**config.mk**
```make
export PLATFORM = sky130hd
export DESIGN_NAME = tpsd_pipe_ctrl
export DESIGN_NICKNAME = d
export VERILOG_FILES = /design/src/sv/tpsd_pkg.sv /design/src/sv/tpsd_pipe_ctrl.sv
export SDC_FILE = /design/constraint.sdc
export NUM_CORES = 1
export LEC_CHECK = 0
export BUFFER_PORTS_ARGS = -buffer_cell sky130_fd_sc_hd__buf_4
export CAP_MARGIN = 10
export CORE_AREA = 2 2 39 41
export CTS_BUF_LIST = sky130_fd_sc_hd__clkbuf_2 sky130_fd_sc_hd__clkbuf_4 sky130_fd_sc_hd__clkbuf_8
export DETAILED_ROUTE_END_ITERATION = 8
export DIE_AREA = 0 0 41 43
export GPL_TIMING_DRIVEN = 0
export HOLD_SLACK_MARGIN = 0.08
export PLACE_DENSITY = 0.37
export SLEW_MARGIN = 5
export SYNTH_ARGS = -nofsm -noshare
export SYNTH_HDL_FRONTEND = slang
export SYNTH_SLANG_ARGS = --single-unit
```
**constraint.sdc**
```tcl
create_clock -name clk -period 0.8 [get_ports clk]
set_input_delay 0.12 -clock clk [delete_from_list [all_inputs] [get_ports clk]]
set_output_delay 0.12 -clock clk [all_outputs]
set_load 0.02 [all_outputs]
```
**src/sv/tpsd_pkg.sv**
```systemverilog
// ----------------------------------------------------------------------------
// tpsd_pkg
// Shared widths, register codes and types of the three-wheel PID speed drive.
// ----------------------------------------------------------------------------
package tpsd_pkg;

  localparam int WHEEL_COUNT = 3;
  localparam int PWM_BITS    = 8;

  // Field and register widths.
  localparam int SPD_W  = 15;
  localparam int GAIN_W = 24;
  localparam int LIM_W  = 36;
  localparam int SUM_W  = 40;

  // Derived datapath widths.
  localparam int ERR_W    = SPD_W + 1;
  localparam int DIF_W    = ERR_W + 1;
  localparam int ACC_W    = SUM_W + 1;
  localparam int ACC_LO_W = SUM_W / 2;
  localparam int ACC_HI_W = SUM_W - ACC_LO_W;
  localparam int PE_W     = GAIN_W + 1 + ERR_W;
  localparam int DE_W     = GAIN_W + 1 + DIF_W;
  localparam int IL_W     = GAIN_W + ACC_LO_W;
  localparam int IH_W     = GAIN_W + 1 + ACC_HI_W;
  localparam int TI_W     = GAIN_W + 1 + SUM_W;
  localparam int PD_W     = DE_W + 1;
  localparam int TOT_W    = TI_W + 1;
  localparam int FRAC_W   = 32;
  localparam int Q_W      = TOT_W - FRAC_W;

  // Pipeline depth: error/state, multiply, partial sums, output register.
  localparam int N_STG = 4;

  // Stream packing.
  localparam int IN_LANE_W   = 2 * SPD_W + 1;
  localparam int IN_TDATA_W  = ((WHEEL_COUNT * IN_LANE_W + 7) / 8) * 8;
  localparam int OUT_LANE_W  = 2 * PWM_BITS;
  localparam int OUT_FIELD_W = WHEEL_COUNT * OUT_LANE_W;
  localparam int OUT_TDATA_W = ((OUT_FIELD_W + 7) / 8) * 8;

  // Configuration port.
  localparam int APB_DATA_W = 64;
  localparam int REG_IDX_W  = 2;
  localparam int ADDR_LSB   = 3;
  localparam int PADDR_W    = REG_IDX_W + ADDR_LSB;

  localparam logic [GAIN_W-1:0] PROP_GAIN_RST  = GAIN_W'(335544);
  localparam logic [GAIN_W-1:0] INT_GAIN_RST   = GAIN_W'(16777);
  localparam logic [GAIN_W-1:0] DERIV_GAIN_RST = GAIN_W'(1678);
  localparam logic [LIM_W-1:0]  INT_LIMIT_RST  = LIM_W'(65280000);

  typedef enum logic [REG_IDX_W-1:0] {
    REG_PROP_GAIN  = 2'd0,
    REG_INT_GAIN   = 2'd1,
    REG_DERIV_GAIN = 2'd2,
    REG_INT_LIMIT  = 2'd3
  } reg_idx_t;

  typedef struct packed {
    logic [GAIN_W-1:0] kp;
    logic [GAIN_W-1:0] ki;
    logic [GAIN_W-1:0] kd;
    logic [LIM_W-1:0]  limit;
  } cfg_t;

  typedef struct packed {
    logic take;    // input request accepted, lane state updates
    logic ld2;     // multiply stage loads
    logic ld3;     // partial sum stage loads
    logic ld_out;  // output register loads
  } pipe_ctl_t;

  typedef struct packed {
    logic signed [TI_W-1:0] ti;
    logic signed [PD_W-1:0] pd;
    logic                   zero;
    logic                   rev;
  } lane_res_t;

endpackage

```
**src/sv/tpsd_pipe_ctrl.sv**
```systemverilog
// ----------------------------------------------------------------------------
// tpsd_pipe_ctrl
// Valid tracking and stage load enables for the shared lane pipeline.
// ----------------------------------------------------------------------------
module tpsd_pipe_ctrl import tpsd_pkg::*; (
  input  logic      clk,
  input  logic      rst,
  input  logic      s_tvalid,
  output logic      s_tready,
  output logic      m_tvalid,
  input  logic      m_tready,
  output pipe_ctl_t ctl
);

  logic [N_STG-1:0] valid;
  logic [N_STG-1:0] ready;

  // A stage can load when it is empty or when its content moves on.
  always_comb begin
    ready[N_STG-1] = ~valid[N_STG-1] | m_tready;
    for (int k = N_STG - 2; k >= 0; k--) begin
      ready[k] = ~valid[k] | ready[k+1];
    end
  end

  always_ff @(posedge clk) begin
    if (rst) begin
      valid <= '0;
    end else begin
      if (ready[0]) begin
        valid[0] <= s_tvalid;
      end
      for (int k = 1; k < N_STG; k++) begin
        if (ready[k]) begin
          valid[k] <= valid[k-1];
        end
      end
    end
  end

  assign s_tready   = ready[0];
  assign m_tvalid   = valid[N_STG-1];
  assign ctl.take   = s_tvalid & ready[0];
  assign ctl.ld2    = ready[1];
  assign ctl.ld3    = ready[2];
  assign ctl.ld_out = ready[3];

endmodule

```
== Word-level counts from Yosys, hierarchy flattened ==
Index checks and enable logic that the tools add are counted.

* Bitwise gates (word level): 9

{| class="wikitable"
|+ Operators with widths
! kind !! number
|-
| NOT 1 bit || 4
|-
| OR 1 bit || 4
|-
| bitwise AND 1 bit || 1
|}

* Flip-flop bits (word level): 4
* Bits of input ports: 4
* Output and inout bits: 6
* Word-level logic and storage cells: 13

== Logic depth before layout (Yosys ltp) ==
* Depth in word-level cells: 6
* Mapped depth: 3

== Worst setup path before layout ==
Ideal clock, no wire load.

* Path type: reg2out
* From: register valid[3]
* To: output ctl[3] (netlist bit)
* Data arrival time: 1.145 ns
* Setup slack: -0.465 ns
* Cell stages (with the launch flop): 3
* Cell sequence: dfxtp_1 > and4b_2 > a21boi_0

{| class="wikitable"
|+ RTL lines
! element !! RTL line !! RTL
|-
| from (decl) || tpsd_pipe_ctrl.sv:15 || <nowiki>logic [N_STG-1:0] valid;</nowiki>
|-
| from (signal, indexed assignment) || tpsd_pipe_ctrl.sv:35 || <nowiki>valid[k] <= valid[k-1];</nowiki>
|-
| to (decl) || tpsd_pipe_ctrl.sv:12 || <nowiki>output pipe_ctl_t ctl</nowiki>
|}

==> summary.md <==
| Metric | Value |
|---|---|
| Nets@finish | 40 |
| Root Buffer Master | clkbuf_4 |
| Clock sink total | 4 |
| CP Class | reg -> out |
| GRT Overall Usage | 6.33% |
| Critical path fanouts, max | 3 |
| Residual DRC | 0 |
| RD Place Congestion | 0.586 |
| Clk buf depth | 2 |
| Largest net degree at the start of global routing | 4 |
| Final Max Tran Viols | 0 |
| Routed wire per std cell | 9.73 um |
| Combinational Power Share | 11.9% |
| Max_slew headroom | 85.1% |
| Cells after DPL | 43 |
| Layout area overhead | 127% |
| FF-to-FF Start | valid[3] |
| Worst ir drop on vdd | 0.439 mV |
| Leak | 0.184 nW |
| Worst Tran Pin Value | 0.223 ns |
| H-tree levels | 1 |
| Sequential fraction of the synthesis area | 46.4% |
| DPL Wire Length | 294 um |
| Post-Syn Nets | 22 |
| Post-synthesis instance total | 18 |
| Commonest non-fill, non-tap cell in the layout | buf_6 |
| Die Wd | 41 um |
| Depth of the most critical reg-to-reg path | 4 |
| Hold WS | 0.107 ns |
| CP Data Arrival Time | 1.07 ns |
| Routed wire length | 496 um |
| Mapped Area | 173 um2 |
| Worst min-delay path category | in -> reg |
| CTS tree | done |
| Via Count | 194 |
| Hold_sp | rst |
| Avg Cell Area, Syn | 9.59 um2 |
| First-pass DRT Iterations | 2 |
| Share of layout cells above drive strength 1 | 77.1% |
| FP Rows | 14 |
| Clk network pwr share | 52.7% |
| P_int | 0.000467 W |
| CP Capture Type | primary output |
| Reg2reg end | valid[0] |
| Total number of yosys warnings | 0 |
| Status | complete, but fails checks |
| Most frequent cells in the layout | buf_6, clkbuf_4, buf_4 |
| Final setup vio count | 9 |
| Global route overflow | 0 |
| #FFs+latches synth | 4 |
| Initial antenna violation count | 0 |
| Netlist cell types | 11 |
| Max Freq | 841 MHz |
| Sequential power share | 35.4% |
| MaxCap Viol Count | 0 |
| Endpoint of the worst hold-timing path | valid[0] |
| Fin crit share | 149% |
| Vias in the first global route | 186 |
| CORE AREA | 1380 um2 |
| Pwr dens | 1520 nW/um2 |
| Reg2reg setup slack | -0.22 ns |
| Starting density of the core | 12.5% |
| Failing checks | negative setup slack |
| Die area | 1760 um2 |
| Num CTS Buffers | 3 |
| IO Port Bufs | 9 |
| RSZ-0062 raised after global routing | yes |
| Initial drt markers | 1 |
| Final antenna-violating net count | 0 |
| Final hold vios | 0 |
| Largest register FFs | 4 |
| Final Non-Filler Cells | 51 |
| Largest reg by FF count | valid |
| Antenna cells | 0 |
| Worst EP required | 0.68 ns |
| First-pass GRT wire length | 655 um |
| Setup skew after layout | 0.00620 ns |
| Startpoint types | flip-flop |
| Die Y | 43 um |
| Switching part of the total | 21.5% |
| Vias per inst | 3.80 |
| Final min period | 1.19 ns |
| IO Count | 10 |
| Insertion delay to the later sink of the worst-skew pair | 0.24 ns |
| Switching power total | 0.000128 W |
| Final WS setup | -0.389 ns |
| Biggest regs | valid x4 |
| Worst Hold Depth | 2 |
| CTS clock-pin slew for the worst setup and hold paths | 0.04 ns |
worst max-delay path, cell delays in order (launching register included):
cell and delay, ns:
dfxtp_4 0.33, and4b_2 0.23, a21boi_2 0.12, buf_4 0.14
timing repair:
item                                    4_1_cts  5_1_grt
gates resized for setup                       5       10
hold buffers                                  1        0
setup buffers                                 2        1
gates cloned                                  0        0
pin swaps                                     2        2
endpoints found under the setup margin        8       10
hold endpoints to repair                      3        0
cells in the mapped netlist:
cell type,count,share of area (%)
dfxtp_1,4,46
inv_1,3,6.5
a21oi_1,2,5.8
nand2b_1,2,7.2
a21boi_0,1,4.3
a21oi_2,1,5.1
and4b_2,1,6.5
inv_2,1,2.2
nand2_1,1,2.2
nand3b_1,1,4.3
o41ai_2,1,9.4
metal layers:
layer / vias to the layer above / track usage [%] / share of wire (%)
met5: - / 0 / 0
met4: 0 / 6.00 / 0
met3: 0 / 4.71 / 9.7
met2: 12 / 7.50 / 48
met1: 87 / 6.75 / 42
li1: 95 / - / -
final cells by class:
cell class / instances / area (um2)
fillers: 153 / 992
repair buffers: 13 / 133
multi-input cells: 10 / 108
flip-flops and latches: 4 / 86.3
clock buffers: 4 / 30.0
well taps: 16 / 20.0
inverters: 4 / 15.0
kinds of logic (layout without fill, tap and decap cells):
family                 after synthesis  after routing  share of synthesized area (%)
AOI/OAI and AO/OA                    5              5                           24.6
and+or+nand+nor                      5              5                           20.3
DFF                                  4              4                           46.4
buffers and inverters                4             21                           8.69
through the flow:
step / worst slack [ns] / setup TNS, ns / util [%] / power, W / instance area, um2
after detailed placement: -0.159 / -0.481 / 19.3 / 0.000261 / 268
after global routing: -0.432 / -2.42 / 28.3 / 0.000632 / 392
after CTS: -0.403 / -2.16 / 24.8 / 0.000598 / 343
final: -0.389 / -2.05 / 28.3 / 0.000595 / 392
after global placement: -0.162 / -0.456 / 19.3 / 0.000260 / 268
after floorplan: -0.164 / -0.592 / - / 0.000236 / 180
power groups by stage:
stage               clock [W]  sequential (W)  combinational [W]
floorplan                   0        0.000214          0.0000214
global placement            0        0.000214          0.0000466
detailed placement          0        0.000214          0.0000475
CTS                  0.000330        0.000210          0.0000581
global route         0.000343        0.000212          0.0000765
finish               0.000313        0.000211          0.0000709
how the worst max path moves through the flow:
stage,startpoint,to,slack [ns],depth (start not counted)
after floorplan,valid[3],ctl[3],-0.16,2
after global placement,valid[3],ctl[3],-0.16,3
after detailed placement,valid[3],ctl[3],-0.16,3
after CTS,valid[1],ctl[3],-0.40,3
after global routing,valid[1],ctl[3],-0.43,3
final,valid[3],ctl[3],-0.39,3
No activity file was read; power rests on OpenSTA's default activity.
