$ cat src/sv/tpsd_pkg.sv
// ----------------------------------------------------------------------------
// tpsd_pkg
// Shared widths, register codes and types of the three-wheel PID speed drive.
// ----------------------------------------------------------------------------
package tpsd_pkg;

  localparam int WHEEL_COUNT = 3;
  localparam int PWM_BITS    = 8;

  // Field and register widths.
  localparam int SPD_W  = 15;
  localparam int GAIN_W = 24;
  localparam int LIM_W  = 36;
  localparam int SUM_W  = 40;

  // Derived datapath widths.
  localparam int ERR_W    = SPD_W + 1;
  localparam int DIF_W    = ERR_W + 1;
  localparam int ACC_W    = SUM_W + 1;
  localparam int ACC_LO_W = SUM_W / 2;
  localparam int ACC_HI_W = SUM_W - ACC_LO_W;
  localparam int PE_W     = GAIN_W + 1 + ERR_W;
  localparam int DE_W     = GAIN_W + 1 + DIF_W;
  localparam int IL_W     = GAIN_W + ACC_LO_W;
  localparam int IH_W     = GAIN_W + 1 + ACC_HI_W;
  localparam int TI_W     = GAIN_W + 1 + SUM_W;
  localparam int PD_W     = DE_W + 1;
  localparam int TOT_W    = TI_W + 1;
  localparam int FRAC_W   = 32;
  localparam int Q_W      = TOT_W - FRAC_W;

  // Pipeline depth: error/state, multiply, partial sums, output register.
  localparam int N_STG = 4;

  // Stream packing.
  localparam int IN_LANE_W   = 2 * SPD_W + 1;
  localparam int IN_TDATA_W  = ((WHEEL_COUNT * IN_LANE_W + 7) / 8) * 8;
  localparam int OUT_LANE_W  = 2 * PWM_BITS;
  localparam int OUT_FIELD_W = WHEEL_COUNT * OUT_LANE_W;
  localparam int OUT_TDATA_W = ((OUT_FIELD_W + 7) / 8) * 8;

  // Configuration port.
  localparam int APB_DATA_W = 64;
  localparam int REG_IDX_W  = 2;
  localparam int ADDR_LSB   = 3;
  localparam int PADDR_W    = REG_IDX_W + ADDR_LSB;

  localparam logic [GAIN_W-1:0] PROP_GAIN_RST  = GAIN_W'(335544);
  localparam logic [GAIN_W-1:0] INT_GAIN_RST   = GAIN_W'(16777);
  localparam logic [GAIN_W-1:0] DERIV_GAIN_RST = GAIN_W'(1678);
  localparam logic [LIM_W-1:0]  INT_LIMIT_RST  = LIM_W'(65280000);

  typedef enum logic [REG_IDX_W-1:0] {
    REG_PROP_GAIN  = 2'd0,
    REG_INT_GAIN   = 2'd1,
    REG_DERIV_GAIN = 2'd2,
    REG_INT_LIMIT  = 2'd3
  } reg_idx_t;

  typedef struct packed {
    logic [GAIN_W-1:0] kp;
    logic [GAIN_W-1:0] ki;
    logic [GAIN_W-1:0] kd;
    logic [LIM_W-1:0]  limit;
  } cfg_t;

  typedef struct packed {
    logic take;    // input request accepted, lane state updates
    logic ld2;     // multiply stage loads
    logic ld3;     // partial sum stage loads
    logic ld_out;  // output register loads
  } pipe_ctl_t;

  typedef struct packed {
    logic signed [TI_W-1:0] ti;
    logic signed [PD_W-1:0] pd;
    logic                   zero;
    logic                   rev;
  } lane_res_t;

endpackage

$ cat src/sv/tpsd_cfg_regs.sv
// ----------------------------------------------------------------------------
// tpsd_cfg_regs
// APB register file holding the three PID gains and the integral limit.
// ----------------------------------------------------------------------------
module tpsd_cfg_regs import tpsd_pkg::*; (
  input  logic                  clk,
  input  logic                  rst,
  input  logic                  psel,
  input  logic                  penable,
  input  logic                  pwrite,
  input  logic [PADDR_W-1:0]    paddr,
  input  logic [APB_DATA_W-1:0] pwdata,
  output logic [APB_DATA_W-1:0] prdata,
  output logic                  pready,
  output cfg_t                  cfg
);

  reg_idx_t idx;
  logic     wr;

  assign pready = 1'b1;
  assign idx    = reg_idx_t'(paddr[PADDR_W-1:ADDR_LSB]);
  assign wr     = psel & penable & pwrite & pready;

  always_ff @(posedge clk) begin
    if (rst) begin
      cfg.kp    <= PROP_GAIN_RST;
      cfg.ki    <= INT_GAIN_RST;
      cfg.kd    <= DERIV_GAIN_RST;
      cfg.limit <= INT_LIMIT_RST;
    end else if (wr) begin
      unique case (idx)
        REG_PROP_GAIN:  cfg.kp    <= pwdata[GAIN_W-1:0];
        REG_INT_GAIN:   cfg.ki    <= pwdata[GAIN_W-1:0];
        REG_DERIV_GAIN: cfg.kd    <= pwdata[GAIN_W-1:0];
        REG_INT_LIMIT:  cfg.limit <= pwdata[LIM_W-1:0];
        default: ;
      endcase
    end
  end

  always_comb begin
    unique case (idx)
      REG_PROP_GAIN:  prdata = APB_DATA_W'(cfg.kp);
      REG_INT_GAIN:   prdata = APB_DATA_W'(cfg.ki);
      REG_DERIV_GAIN: prdata = APB_DATA_W'(cfg.kd);
      REG_INT_LIMIT:  prdata = APB_DATA_W'(cfg.limit);
      default:        prdata = '0;
    endcase
  end

endmodule

$ cat config.mk
export PLATFORM = sky130hd
export DESIGN_NAME = tpsd_cfg_regs
export DESIGN_NICKNAME = d
export VERILOG_FILES = /design/src/sv/tpsd_pkg.sv /design/src/sv/tpsd_cfg_regs.sv
export SDC_FILE = /design/constraint.sdc
export NUM_CORES = 1
export LEC_CHECK = 0
export ABC_CLOCK_PERIOD_IN_PS = 1900
export BUFFER_PORTS_ARGS = -buffer_cell sky130_fd_sc_hd__buf_2
export CAP_MARGIN = 20
export CORE_UTILIZATION = 51
export CTS_CLUSTER_SIZE = 20
export DETAILED_ROUTE_END_ITERATION = 12
export HOLD_SLACK_MARGIN = 0.02
export PLACE_DENSITY = 0.95
export SETUP_SLACK_MARGIN = 0.3
export SLEW_MARGIN = 20
export SYNTH_ARGS = -nofsm -noshare
export SYNTH_HDL_FRONTEND = slang
export SYNTH_SLANG_ARGS = --single-unit
$ cat constraint.sdc
create_clock -name clk -period 1.9 [get_ports clk]
set_input_delay 0.285 -clock clk [delete_from_list [all_inputs] [get_ports clk]]
set_output_delay 0.285 -clock clk [all_outputs]
set_load 0.05 [all_outputs]
* Word-level counts from Yosys, hierarchy flattened
Index checks and enable logic that the tools add are counted.
** Word-level totals
- Input bits :: 74
- Output and inout port bits :: 173
- Word-level logic and storage cells :: 15
- Bits in registers :: 108
** Cells by class
- Mux-type cells :: 1
- Eq/ne operators :: 3
- Reductions and logical operators :: 5
- Bitwise gates (word level) :: 2
** Operator list (count)
- 64-bit case mux with 4 select lines :: 1
- 2-bit AND reduction :: 4
- 2-bit equality test, second input constant :: 2
- 1-bit AND :: 2
- 2-bit by 1-bit equality test with 1-bit output, second input constant :: 1
- 2-bit logical NOT :: 1

* Logic depth before layout (Yosys ltp)
- Word-level depth :: 3
- Gate-level depth with buffers :: 7
- Gate-level depth less buffers :: 3

* Worst setup path after synthesis
OpenSTA, ideal clock, no wires.
- Path kind :: input port to output port
- Start point :: input port paddr[4]
- End point :: output port prdata[26]
- Stages on the path :: 4
- Data required time :: 1.615 ns
- Buffers on the path :: 3
- Slack :: 0.293 ns
- Arrival time :: 1.322 ns
- Cells stage by stage :: buf_4 -> buf_2 -> buf_2 -> and3_1
** Between the ends
- Cells in the longest elaborated chain, start to end :: 2
- Elaborated cells on any way between the ends :: 5
- Those cells by class :: eq/ne: 3; mux: 1; reduce/logical: 1
** Ends and longest elaborated chain
- start, declared :: line tpsd_cfg_regs.sv:11 : input logic [PADDR_W-1:0] paddr,
- 2-bit equality test (tied with other cells) :: line tpsd_cfg_regs.sv:43 : unique case (idx)
- 64-bit case mux with 4 select lines * :: line tpsd_cfg_regs.sv:43
- end, declared :: line tpsd_cfg_regs.sv:13 : output logic [APB_DATA_W-1:0] prdata,
Mark *: on every way between the ends. The rest lies on a longest branch, timed or not. The select of a mux whose other input is x is not followed.

* Worst setup path in the final report
- Start point :: register cfg[18] (netlist name)
- End point :: output port prdata[18]
** Between the ends
- Cells in the longest elaborated chain, start to end :: 1
** Ends and longest elaborated chain
- start, declared :: line tpsd_cfg_regs.sv:15 : output cfg_t cfg
- 64-bit case mux with 4 select lines :: line tpsd_cfg_regs.sv:43
No other way between the ends. The select of a mux whose other input is x is not followed.

==> out/results.txt <==
First drt pass iteration count - 5
Hold path cells - 3
Worst-path cell chain - mux4_2 -> buf_6
WL/cell - 17.4 um
Status - complete, no violations
Nets - 798
Cell Rows - 36
Worst slew pin tran - 0.693 ns
# DRC - 0
CP max FO - 3
Avg Inst Size Synth - 10.1 um2
Unique cell type count in the Yosys netlist - 23
Vias in the first global route - 4510
Boundary Pins - 247
Initial Util - 53.5%
VDD IR max - 0.424 mV
Main flop type after synthesis - dfxtp_1
Largest net degree at the start of global routing - 76
Max-slew violations - 0
Cell family with most CP delay - multiplexers
Area delta synth->final - 32.5%
Setup_tns - 0 ns
Worst path arrival time - 1.40 ns
Synth Register Bits - 108
Final number of setup-violating endpoints - 0
Max-slew headroom - 53.8%
Clk buf depth - 2
Die area - 10800 um2
EDFF count, synth - 0
Top flop regs - cfg x108
Main area contributors after synthesis - dfxtp_1, mux2i_1, mux4_2, nand2b_1, buf_4
HP Class - in2reg
Max_cap viols - 0
Die H - 104 um
# port buffers - 186
Hold Vio Cnt, Final - 0
Mapped Area - 5300 um2
GR Overflow Total - 0
Slowest cell on crit path - mux4_2
GRT Total Usage - 27.2%
Clock-pin slew on the worst setup and hold paths - 0.11 ns
Drt total wl - 15000 um
Setup skew after layout - 0 ns
Seq/Total Area, Yosys - 40.8%
Die Span X - 104 um
Crit path time final - 1.68 ns
Detailed-route vias per instance - 5.34
Lkg Pwr - 3.31 nW
Via count - 4606
Synth top cells by count - dfxtp_1, nand2b_1, mux2i_1
Post-route antenna net violation count - 0
RSZ-0062 raised after global routing - yes
Clock Sinks - 108
Tcrit/Tclk final - 88.6%
CORE AREA - 9910 um2
Final Wtd Congestion - 0.767
Multi-input logic area - 2810 um2
CP bufs+invs - 1
Synth area leader - dfxtp_1
Top cell type's share of synthesized area - 40.8%
Largest register FFs - 108
Startpoint types - flip-flop
Max incr delay on CP - 0.51 ns
YS warnings - 0
CP Capture Type - primary output
FF+latch area - 2230 um2
Synth async-reset ratio - 0%
Share of layout cells above drive strength 1 - 47.1%
Max Clock Freq - 594 MHz
# fillers - 714
Total CTS buffers - 9
Critical path depth - 2
CTS Root Cell - clkbuf_8
Setup CP Type - reg2out
First-pass GRT wire length - 23200 um
Post-synthesis instance total - 527
Initial antenna violation count - 0
Starting DRT DRC Count - 241
Antenna diodes - 0
Detailed placement HPWL - 9780 um
CTS tree - yes
Most frequent cell after synthesis - dfxtp_1
Largest Register - cfg
Pwr per Cell Area - 685 nW/um2
Final core utilization - 70.9%
Critical path required time - 1.62 ns
CTS H-tree depth - 3
Worst-Skew Late Latency - 0.36 ns
R2R cell count - 5
[logic make-up after synthesis]
family	count (synthesis)	synth area share, %
AOI/OAI and AO/OA	56	5.28
buffers and inverters	73	8.63
DFF	108	40.8
muxes	104	25.3
other	2	0.142
and+or+nand+nor	184	19.9
[metal layers]
layer  track usage, %  share of wire (%)
met1             31.3                 39
met2             49.7                 53
met3             5.33                6.3
met4             10.2                2.0
met5                0                  0
[placed cells by master, fill, tap and decap left out]
cell	n
buf_2	161
nand2b_1	85
mux2i_1	80
dfxtp_2	55
dfxtp_1	53
nor2_1	49
o21ai_0	46
buf_4	38
conb_1	29
nor2b_1	28
mux4_2	24
buf_6	15
and3_2	12
o21ai_1	10
buf_8	10
clkbuf_8	9
buf_12	6
inv_8	3
or3b_1	2
bufinv_16	2
bufbuf_16	2
nand3_4	1
nor3_4	1
nor3b_2	1
nor3b_1	1
nand2_1	1
or2_1	1
nor2_2	1
or3_1	1
clkinv_2	1
clkinvlp_4	1
[timing repair]
action | in CTS | in global routing
cloned | 2 | 0
endpoints found under the setup margin | 24 | 24
resized for setup | 90 | 24
hold buffers | 0 | 0
buffers inserted | 23 | 5
[power by group]
group	switching, mW	internal, mW
combinational	0.595	0.296
clock	0.842	0.769
sequential	0.0215	2.29
[stage by stage]
step	power [mW]	hold WS (ns)	std cells	worst slack, ns	instance area (um2)
floorplan	3.02	0.438	554	0.302	5420
global placement	3.14	0.468	816	0.205	6250
detailed placement	3.15	0.482	816	0.179	6250
CTS	4.82	0.147	857	0.217	6960
global route	4.99	0.155	862	0.179	7030
finish	4.82	0.165	862	0.217	7030
[tightest hold or removal path, delay by kind of cell]
kind | cells | cell delay (ns)
compound gates | 1 | 0.06
buf+inv | 1 | 0.10
simple gates | 1 | 0.05
[layout make-up]
class,instances,share of cell area (%)
Clock buffer,9,1.76
Sequential cell,108,31.7
Tap cell,133,2.37
Timing Repair Buffer,232,22.7
Multi-Input combinational cell,373,39.9
Clock inverter,7,1.51
[final timing paths]
kind / endpoint / startpoint / slack, ns
worst max-delay path: prdata[18] / cfg[18] / 0.22
worst min-delay path: cfg[31] / pwdata[31] / 0.17
worst max register to register: cfg[15] / cfg[15] / 0.92
worst min register to register: cfg[82] / cfg[82] / 0.49
(Power assumes the default switching activity.)
