**config.mk**
```make
export PLATFORM = sky130hd
export DESIGN_NAME = tpsd_lane
export DESIGN_NICKNAME = d
export VERILOG_FILES = /design/src/sv/tpsd_pkg.sv /design/src/sv/tpsd_lane.sv
export SDC_FILE = /design/constraint.sdc
export NUM_CORES = 2
export LEC_CHECK = 0
export ABC_CLOCK_PERIOD_IN_PS = 10000
export BUFFER_PORTS_ARGS = -buffer_cell sky130_fd_sc_hd__buf_2
export CORE_MARGIN = 3
export CORE_UTILIZATION = 26
export DETAILED_ROUTE_END_ITERATION = 16
export PLACE_DENSITY_LB_ADDON = 0.05
export SLEW_MARGIN = 10
export SYNTH_ARGS = -nofsm -noshare
export SYNTH_HDL_FRONTEND = slang
export SYNTH_SLANG_ARGS = --single-unit
```
**constraint.sdc**
```tcl
create_clock -name clk -period 10 [get_ports clk]
set_input_delay 2 -clock clk [delete_from_list [all_inputs] [get_ports clk]]
set_output_delay 2 -clock clk [all_outputs]
set_load 0.02 [all_outputs]
```
**src/sv/tpsd_pkg.sv**
```systemverilog
// ----------------------------------------------------------------------------
// tpsd_pkg
// Shared widths, register codes and types of the three-wheel PID speed drive.
// ----------------------------------------------------------------------------
package tpsd_pkg;

  localparam int WHEEL_COUNT = 3;
  localparam int PWM_BITS    = 8;

  // Field and register widths.
  localparam int SPD_W  = 15;
  localparam int GAIN_W = 24;
  localparam int LIM_W  = 36;
  localparam int SUM_W  = 40;

  // Derived datapath widths.
  localparam int ERR_W    = SPD_W + 1;
  localparam int DIF_W    = ERR_W + 1;
  localparam int ACC_W    = SUM_W + 1;
  localparam int ACC_LO_W = SUM_W / 2;
  localparam int ACC_HI_W = SUM_W - ACC_LO_W;
  localparam int PE_W     = GAIN_W + 1 + ERR_W;
  localparam int DE_W     = GAIN_W + 1 + DIF_W;
  localparam int IL_W     = GAIN_W + ACC_LO_W;
  localparam int IH_W     = GAIN_W + 1 + ACC_HI_W;
  localparam int TI_W     = GAIN_W + 1 + SUM_W;
  localparam int PD_W     = DE_W + 1;
  localparam int TOT_W    = TI_W + 1;
  localparam int FRAC_W   = 32;
  localparam int Q_W      = TOT_W - FRAC_W;

  // Pipeline depth: error/state, multiply, partial sums, output register.
  localparam int N_STG = 4;

  // Stream packing.
  localparam int IN_LANE_W   = 2 * SPD_W + 1;
  localparam int IN_TDATA_W  = ((WHEEL_COUNT * IN_LANE_W + 7) / 8) * 8;
  localparam int OUT_LANE_W  = 2 * PWM_BITS;
  localparam int OUT_FIELD_W = WHEEL_COUNT * OUT_LANE_W;
  localparam int OUT_TDATA_W = ((OUT_FIELD_W + 7) / 8) * 8;

  // Configuration port.
  localparam int APB_DATA_W = 64;
  localparam int REG_IDX_W  = 2;
  localparam int ADDR_LSB   = 3;
  localparam int PADDR_W    = REG_IDX_W + ADDR_LSB;

  localparam logic [GAIN_W-1:0] PROP_GAIN_RST  = GAIN_W'(335544);
  localparam logic [GAIN_W-1:0] INT_GAIN_RST   = GAIN_W'(16777);
  localparam logic [GAIN_W-1:0] DERIV_GAIN_RST = GAIN_W'(1678);
  localparam logic [LIM_W-1:0]  INT_LIMIT_RST  = LIM_W'(65280000);

  typedef enum logic [REG_IDX_W-1:0] {
    REG_PROP_GAIN  = 2'd0,
    REG_INT_GAIN   = 2'd1,
    REG_DERIV_GAIN = 2'd2,
    REG_INT_LIMIT  = 2'd3
  } reg_idx_t;

  typedef struct packed {
    logic [GAIN_W-1:0] kp;
    logic [GAIN_W-1:0] ki;
    logic [GAIN_W-1:0] kd;
    logic [LIM_W-1:0]  limit;
  } cfg_t;

  typedef struct packed {
    logic take;    // input request accepted, lane state updates
    logic ld2;     // multiply stage loads
    logic ld3;     // partial sum stage loads
    logic ld_out;  // output register loads
  } pipe_ctl_t;

  typedef struct packed {
    logic signed [TI_W-1:0] ti;
    logic signed [PD_W-1:0] pd;
    logic                   zero;
    logic                   rev;
  } lane_res_t;

endpackage

```
**src/sv/tpsd_lane.sv**
```systemverilog
// ----------------------------------------------------------------------------
// tpsd_lane
// One wheel's PID datapath: error and integral state, split gain products
// and partial sums.
// ----------------------------------------------------------------------------
module tpsd_lane import tpsd_pkg::*; (
  input  logic             clk,
  input  logic             rst,
  input  pipe_ctl_t        ctl,
  input  cfg_t             cfg,
  input  logic [SPD_W-1:0] meas_speed,
  input  logic [SPD_W-1:0] cmd_speed,
  input  logic             reverse,
  output lane_res_t        res
);

  localparam logic signed [ACC_W-1:0] SUM_MIN = {2'b11, {(SUM_W - 1){1'b0}}};

  // Per-wheel state.
  logic signed [SUM_W-1:0] error_sum;
  logic signed [ERR_W-1:0] prev_error;

  logic signed [ERR_W-1:0] err;
  logic signed [DIF_W-1:0] diff;
  logic signed [ACC_W-1:0] acc_raw;
  logic signed [ACC_W-1:0] acc_lo;
  logic signed [ACC_W-1:0] limit_x;
  logic signed [SUM_W-1:0] error_sum_next;

  // Stage 1 registers.
  logic signed [ERR_W-1:0] e_q;
  logic signed [DIF_W-1:0] d_q;
  logic signed [SUM_W-1:0] acc_q;
  logic                    zero_q;
  logic                    rev_q;

  // Stage 2 registers.
  logic signed [PE_W-1:0]  pe_q;
  logic signed [DE_W-1:0]  de_q;
  logic        [IL_W-1:0]  il_q;
  logic signed [IH_W-1:0]  ih_q;
  logic                    zero_q2;
  logic                    rev_q2;

  // Stage 3 registers.
  logic signed [TI_W-1:0]  ti_q;
  logic signed [PD_W-1:0]  pd_q;
  logic                    zero_q3;
  logic                    rev_q3;

  logic signed [PE_W-1:0]     kp_x;
  logic signed [PE_W-1:0]     e_x;
  logic signed [DE_W-1:0]     kd_x;
  logic signed [DE_W-1:0]     d_x;
  logic        [IL_W-1:0]     ki_lo_x;
  logic        [IL_W-1:0]     acc_lo_x;
  logic signed [IH_W-1:0]     ki_hi_x;
  logic signed [IH_W-1:0]     acc_hi_x;

  always_comb begin
    err     = $signed({1'b0, cmd_speed}) - $signed({1'b0, meas_speed});
    diff    = DIF_W'(err) - DIF_W'(prev_error);
    acc_raw = ACC_W'(error_sum) + ACC_W'(err);
    acc_lo  = (acc_raw < SUM_MIN) ? SUM_MIN : acc_raw;
    limit_x = $signed({{(ACC_W - LIM_W){1'b0}}, cfg.limit});
    // The upper clamp applies to the stored sum only, after the term is formed.
    if (acc_lo > limit_x) begin
      error_sum_next = $signed({{(SUM_W - LIM_W){1'b0}}, cfg.limit});
    end else begin
      error_sum_next = acc_lo[SUM_W-1:0];
    end
  end

  always_ff @(posedge clk) begin
    if (rst) begin
      error_sum  <= '0;
      prev_error <= '0;
    end else if (ctl.take) begin
      error_sum  <= error_sum_next;
      prev_error <= err;
    end
  end

  always_ff @(posedge clk) begin
    if (ctl.take) begin
      e_q    <= err;
      d_q    <= diff;
      acc_q  <= acc_lo[SUM_W-1:0];
      zero_q <= (cmd_speed == '0);
      rev_q  <= reverse;
    end
  end

  // The integral product is split into a low unsigned and a high signed half.
  always_comb begin
    kp_x     = PE_W'($signed({1'b0, cfg.kp}));
    e_x      = PE_W'(e_q);
    kd_x     = DE_W'($signed({1'b0, cfg.kd}));
    d_x      = DE_W'(d_q);
    ki_lo_x  = IL_W'(cfg.ki);
    acc_lo_x = IL_W'(acc_q[ACC_LO_W-1:0]);
    ki_hi_x  = IH_W'($signed({1'b0, cfg.ki}));
    acc_hi_x = IH_W'($signed(acc_q[SUM_W-1:ACC_LO_W]));
  end

  always_ff @(posedge clk) begin
    if (ctl.ld2) begin
      pe_q    <= kp_x * e_x;
      de_q    <= kd_x * d_x;
      il_q    <= ki_lo_x * acc_lo_x;
      ih_q    <= ki_hi_x * acc_hi_x;
      zero_q2 <= zero_q;
      rev_q2  <= rev_q;
    end
  end

  always_ff @(posedge clk) begin
    if (ctl.ld3) begin
      ti_q    <= (TI_W'(ih_q) <<< ACC_LO_W) + $signed(TI_W'(il_q));
      pd_q    <= PD_W'(pe_q) + PD_W'(de_q);
      zero_q3 <= zero_q2;
      rev_q3  <= rev_q2;
    end
  end

  assign res.ti   = ti_q;
  assign res.pd   = pd_q;
  assign res.zero = zero_q3;
  assign res.rev  = rev_q3;

endmodule

```
[Yosys cells after proc, flatten, opt, wreduce, memory -nomap -nowiden]
Index checks and enable logic that the tools add are counted.
Cells by class
  $add $sub $neg: 5
  multipliers: 4
  magnitude comparators: 2
  multiplexer cells: 2
  reductions and logical operators: 1
Operators with widths (number)
  65-bit by 45-bit adder with 65-bit output: 1
  25-bit by 20-bit multiplier with 45-bit output: 1
  24-bit by 20-bit multiplier with 44-bit output: 1
  41-bit by 42-bit adder with 43-bit output: 1
  25-bit by 17-bit multiplier with 42-bit output: 1
  40-bit by 16-bit adder with 41-bit output: 1
  41-bit by 37-bit > comparator with 1-bit output: 1
  41-bit by 40-bit < comparator with 1-bit output (second input constant): 1
  25-bit by 16-bit multiplier with 41-bit output: 1
  41-bit 2-to-1 mux: 1
  40-bit 2-to-1 mux: 1
  16-bit by 16-bit subtractor with 17-bit output: 1
  15-bit by 15-bit subtractor with 16-bit output: 1
  15-bit zero test: 1
Word-level totals
  register bits: 415
  bits of input ports: 145
  output and inout bits: 110
  logic and storage cells: 31

[Logic depth before layout (Yosys ltp)]
  depth after elaboration: 6
  mapped depth: 41
  gate-level depth less buffers: 35

[Worst setup path before layout]
OpenSTA, ideal clock, no wires.
  kind: input-to-reg
  start: input meas_speed[1]
  end: register error_sum[30]
  library setup time: 0.074 ns
  arrival time: 9.808 ns
  data required time: 9.926 ns
  setup slack: 0.118 ns
  stages on the path: 41
  buffers on the path: 6
  path through: inv_1 -> ha_1 -> nor2b_1 -> o21ai_0 -> a21boi_0 -> o21a_1 -> o21ai_0 -> a21oi_1 -> nor2_1 -> a21oi_1 -> a41o_1 -> o21a_1 -> nor2_1 -> ha_1 -> buf_2 -> a21o_1 -> o21bai_1 -> a22oi_1 -> (+5 left out) -> nor2_1 -> buf_2 -> buf_1 -> nor2_1 -> ha_1 -> a21o_1 -> a21o_1 -> a21oi_1 -> o2111ai_1 -> a2111oi_0 -> o21ai_0 -> o21ai_0 -> and4bb_1 -> buf_6 -> a21oi_2 -> buf_6 -> o221a_2 -> nor3_2
On the way
  word-level cells in the longest chain between the ends: 6
RTL lines
  start: declaration: RTL line tpsd_lane.sv:11  | input logic [SPD_W-1:0] meas_speed,
  15-bit by 15-bit subtractor with 16-bit output *: RTL line tpsd_lane.sv:61  | err = $signed({1'b0, cmd_speed}) - $signed({1'b0, meas_speed});
  named net err[15]: RTL line tpsd_lane.sv:23  | logic signed [ERR_W-1:0] err;
  40-bit by 16-bit adder with 41-bit output *: RTL line tpsd_lane.sv:63  | acc_raw = ACC_W'(error_sum) + ACC_W'(err);
  41-bit by 40-bit < comparator with 1-bit output: RTL line tpsd_lane.sv:64  | acc_lo = (acc_raw < SUM_MIN) ? SUM_MIN : acc_raw;
  41-bit 2-to-1 mux *: RTL line tpsd_lane.sv:64
  named net acc_lo[26]: RTL line tpsd_lane.sv:26  | logic signed [ACC_W-1:0] acc_lo;
  41-bit by 37-bit > comparator with 1-bit output *: RTL line tpsd_lane.sv:67  | if (acc_lo > limit_x) begin
  40-bit 2-to-1 mux *: RTL line tpsd_lane.sv:67
  end signal: assignment: RTL line tpsd_lane.sv:79  | error_sum <= error_sum_next;
  end: declaration: RTL line tpsd_lane.sv:20  | logic signed [SUM_W-1:0] error_sum;
Mark *: on every way through the listed nets, which the timed path passes. The rest lies on a longest branch.
A chain may end at the register's enable or synchronous reset.

[Worst setup path in the final report]
  start: input cmd_speed[0]
  end: register error_sum[2]
On the way
  word-level cells in the longest chain between the ends: 6
RTL lines
  start: declaration: RTL line tpsd_lane.sv:12  | input logic [SPD_W-1:0] cmd_speed,
  15-bit by 15-bit subtractor with 16-bit output *: RTL line tpsd_lane.sv:61
  named net err[12]: RTL line tpsd_lane.sv:23
  40-bit by 16-bit adder with 41-bit output *: RTL line tpsd_lane.sv:63
  41-bit by 40-bit < comparator with 1-bit output: RTL line tpsd_lane.sv:64
  41-bit 2-to-1 mux *: RTL line tpsd_lane.sv:64
  named net acc_lo[26]: RTL line tpsd_lane.sv:26
  41-bit by 37-bit > comparator with 1-bit output *: RTL line tpsd_lane.sv:67
  40-bit 2-to-1 mux *: RTL line tpsd_lane.sv:67
Marked as above.

==> out/qor.csv <==
metric;value;unit
layout_setup_ws;623.9;ps
hold_path.class;reg2reg;
die-area;310000;um^2
grt_max_degree;86;
ys_warn_count;0;
initial_core_util;26.23;%
place_ws;-80.88;ps
critPathSlowestCell;a2111oi_0;
drt_iter0_drc;2358;
finalHoldViolCount;0;
cts_max_path_buffers;3;
worst_pin_slew;1127;ps
route.detailed.drc;0;
async_reset_ff_share;0;%
antenna_found_initial;39;
ant_nets;0;
gp_congestion;0.7999;
std_cell_rows;201;
dr.pass1.iters;5;
insertion_delay;750;ps
crit_arrival;9980;ps
synth_cell_types;86;
area_delta_synth_final;11.90;%
whs_path_depth;0;
fin_util;29.35;%
globalRouteOverflowTotal;0;
grt.busiest_layer;met2;
use_met1;21.30;%
synthCells;8424;
synth-edff-count;359;
cts_buffers;59;
yosysMostFrequentCell;inv_1;
core;300800;um^2
wirelength;262600;um
maxSlewHeadroom;24.88;%
grt_util_all_layers;17.20;%
grt_pass1_vias;63480;
syn-num-nets;10783;
ys_ff_latch;415;
drv_cap;0;
drive_gt1_share;8.172;%
min_period;9376;ps
cts_root_buf;clkbuf_16;
vias;57029;
syn_area;78880;um^2
clock_skew;45.25;ps
outcome;completed;
holdBufCountCts;0;
min_from;il_q[1];
ios;255;
die_w;556.8;um
cts_setup_buffers;0;
io_buffers;253;
max_stage_delay;440;ps
die_h;556.8;um
syn_area_per_cell;9.364;um^2
synth_top_cell_by_area;fa_1;
cts_max_level;2;
layout.nets;11034;
r2r-end;ih_q[38];
reg2reg_slack;1770;ps
rr_startpoint;acc_q[22];
grt_util_met2;32.01;%
wl_per_cell;20.68;um
end_kind;flop;
worstPathMaxFanout;24;
reg2regPathDepth;27;
via_per_inst;4.491;
synth_top_cells_by_count;1633 x inv_1, 1425 x fa_1, 1209 x nand2_1, 789 x ha_1, 656 x and2_1;
fmax;106.7;MHz
synth_top_area_share;36.16;%
ys_seq_area_share;15.09;%
rsz0062_at_grt;no;
clkSinkCount;415;
cts_tree;yes;
grt_pass1_wl;403700;um
slew_violations;0;
worst_setup_path_start_kind;primary input;
globalRouteMet3Util;1.838;%
finalSetupViolCount;0;
period_share;93.76;%
cts_resized;0;
cts.reportedPaths.clkPinSlew;70;ps
cp_data_required_time;10610;ps
ys.flop_type;edfxtp_1;
hold-path-endpoint;ti_q[1];
dp_hpwl;213200;um
synth_area_leaders;fa_1 36%, edfxtp_1 14%, ha_1 13%, inv_1 7.8%, nand2_1 5.8%;
worstSetupPathType;in2reg;
-- layout by cell type (no fill, tap or decap), types with 19 or more instances in the layout --
cell          n
nand3_1      66
buf_2       250
mux2i_1      29
and2_1      656
o21bai_1     40
clkbuf_16    59
nand2_1    1209
o21a_1       52
a31oi_1      19
a21o_1      150
buf_4       292
nor2b_1      48
a21oi_1     280
fa_1       1425
nor2_1      304
ha_1        789
nand4_1      38
nand2b_1     88
inv_1      1633
and3_1       30
dfxtp_1      56
xnor2_1     180
edfxtp_1    359
a211oi_1     21
xor2_1      103
a311oi_1     28
o21ai_0     167
nor3_1       49
-- layout make-up --
class | instances | area [um^2]
fillers | 32018 | 212500
multi-input cells | 6004 | 59430
flip-flops and latches | 415 | 11900
inverters | 1633 | 6130
well taps | 3958 | 4952
repair buffers | 562 | 3820
clock buffers | 65 | 1509
clock inverters | 46 | 498.0
diodes | 15 | 37.54
-- flip-flops by register name (all words and copies together), names as in the netlist --
name        cells
rev_q2          1
de_q           42
rev_q3          1
error_sum      40
il_q           44
acc_q          40
ih_q           45
zero_q2         1
zero_q          1
d_q            17
rev_q           1
ti_q           65
pd_q           43
pe_q           41
zero_q3         1
e_q            16
prev_error     16
-- metrics by stage --
| stage | setup TNS, ps | instance area (um^2) | hold WS (ps) | instances |
|---|---|---|---|---|
| final | 0 | 88270 | 415.1 | 12698 |
| after global routing | 0 | 88250 | 422.5 | 12689 |
| after CTS | 0 | 88240 | 417.0 | 12683 |
| after detailed placement | -608.8 | 86230 | 404.5 | 12572 |
| after global placement | -63.69 | 86230 | 400.4 | 12572 |
| after floorplan | 0 | 78880 | 400.3 | 8424 |
-- worst max-delay path: cells and delay by family --
| family | cells | cell delay (ps) |
|---|---|---|
| and+or+nand+nor | 6 | 1040 |
| AOI/OAI and AO/OA | 21 | 4800 |
| adders and majority gates | 4 | 1180 |
| buffers and inverters | 6 | 730 |
| xor gates and xnor gates | 1 | 190 |
-- worst max-delay path by stage --
stage / from / endpoint / depth (start not counted)
after detailed placement: cmd_speed[0] / error_sum[2] / 38
after CTS: cmd_speed[0] / error_sum[34] / 38
after global placement: cmd_speed[0] / error_sum[2] / 38
final: cmd_speed[0] / error_sum[2] / 38
after floorplan: meas_speed[1] / error_sum[30] / 41
after global routing: cmd_speed[0] / error_sum[24] / 38
-- per-layer routing --
layer  vias to the layer above  routed length [um]
li1                      26695                   -
met1                     29330              111100
met2                       761              137900
met3                       225                7748
met4                        18                5709
met5                         -                 107
-- cell families (layout without fill, tap and decap cells) --
logic type / count (synthesis) / after routing / synth area share (%)
other: 0 / 15 / 0
xor gates and xnor gates: 283 / 283 / 3.142
AOI/OAI and AO/OA: 912 / 912 / 7.566
adders and majority gates: 2214 / 2214 / 48.68
muxes: 30 / 30 / 0.3823
DFF: 415 / 415 / 15.09
and+or+nand+nor: 2565 / 2565 / 15.51
buffers and inverters: 2005 / 2306 / 9.634
Power is not shown: default switching activity piles up to over one toggle a cycle in this logic, so the estimate is an artifact.
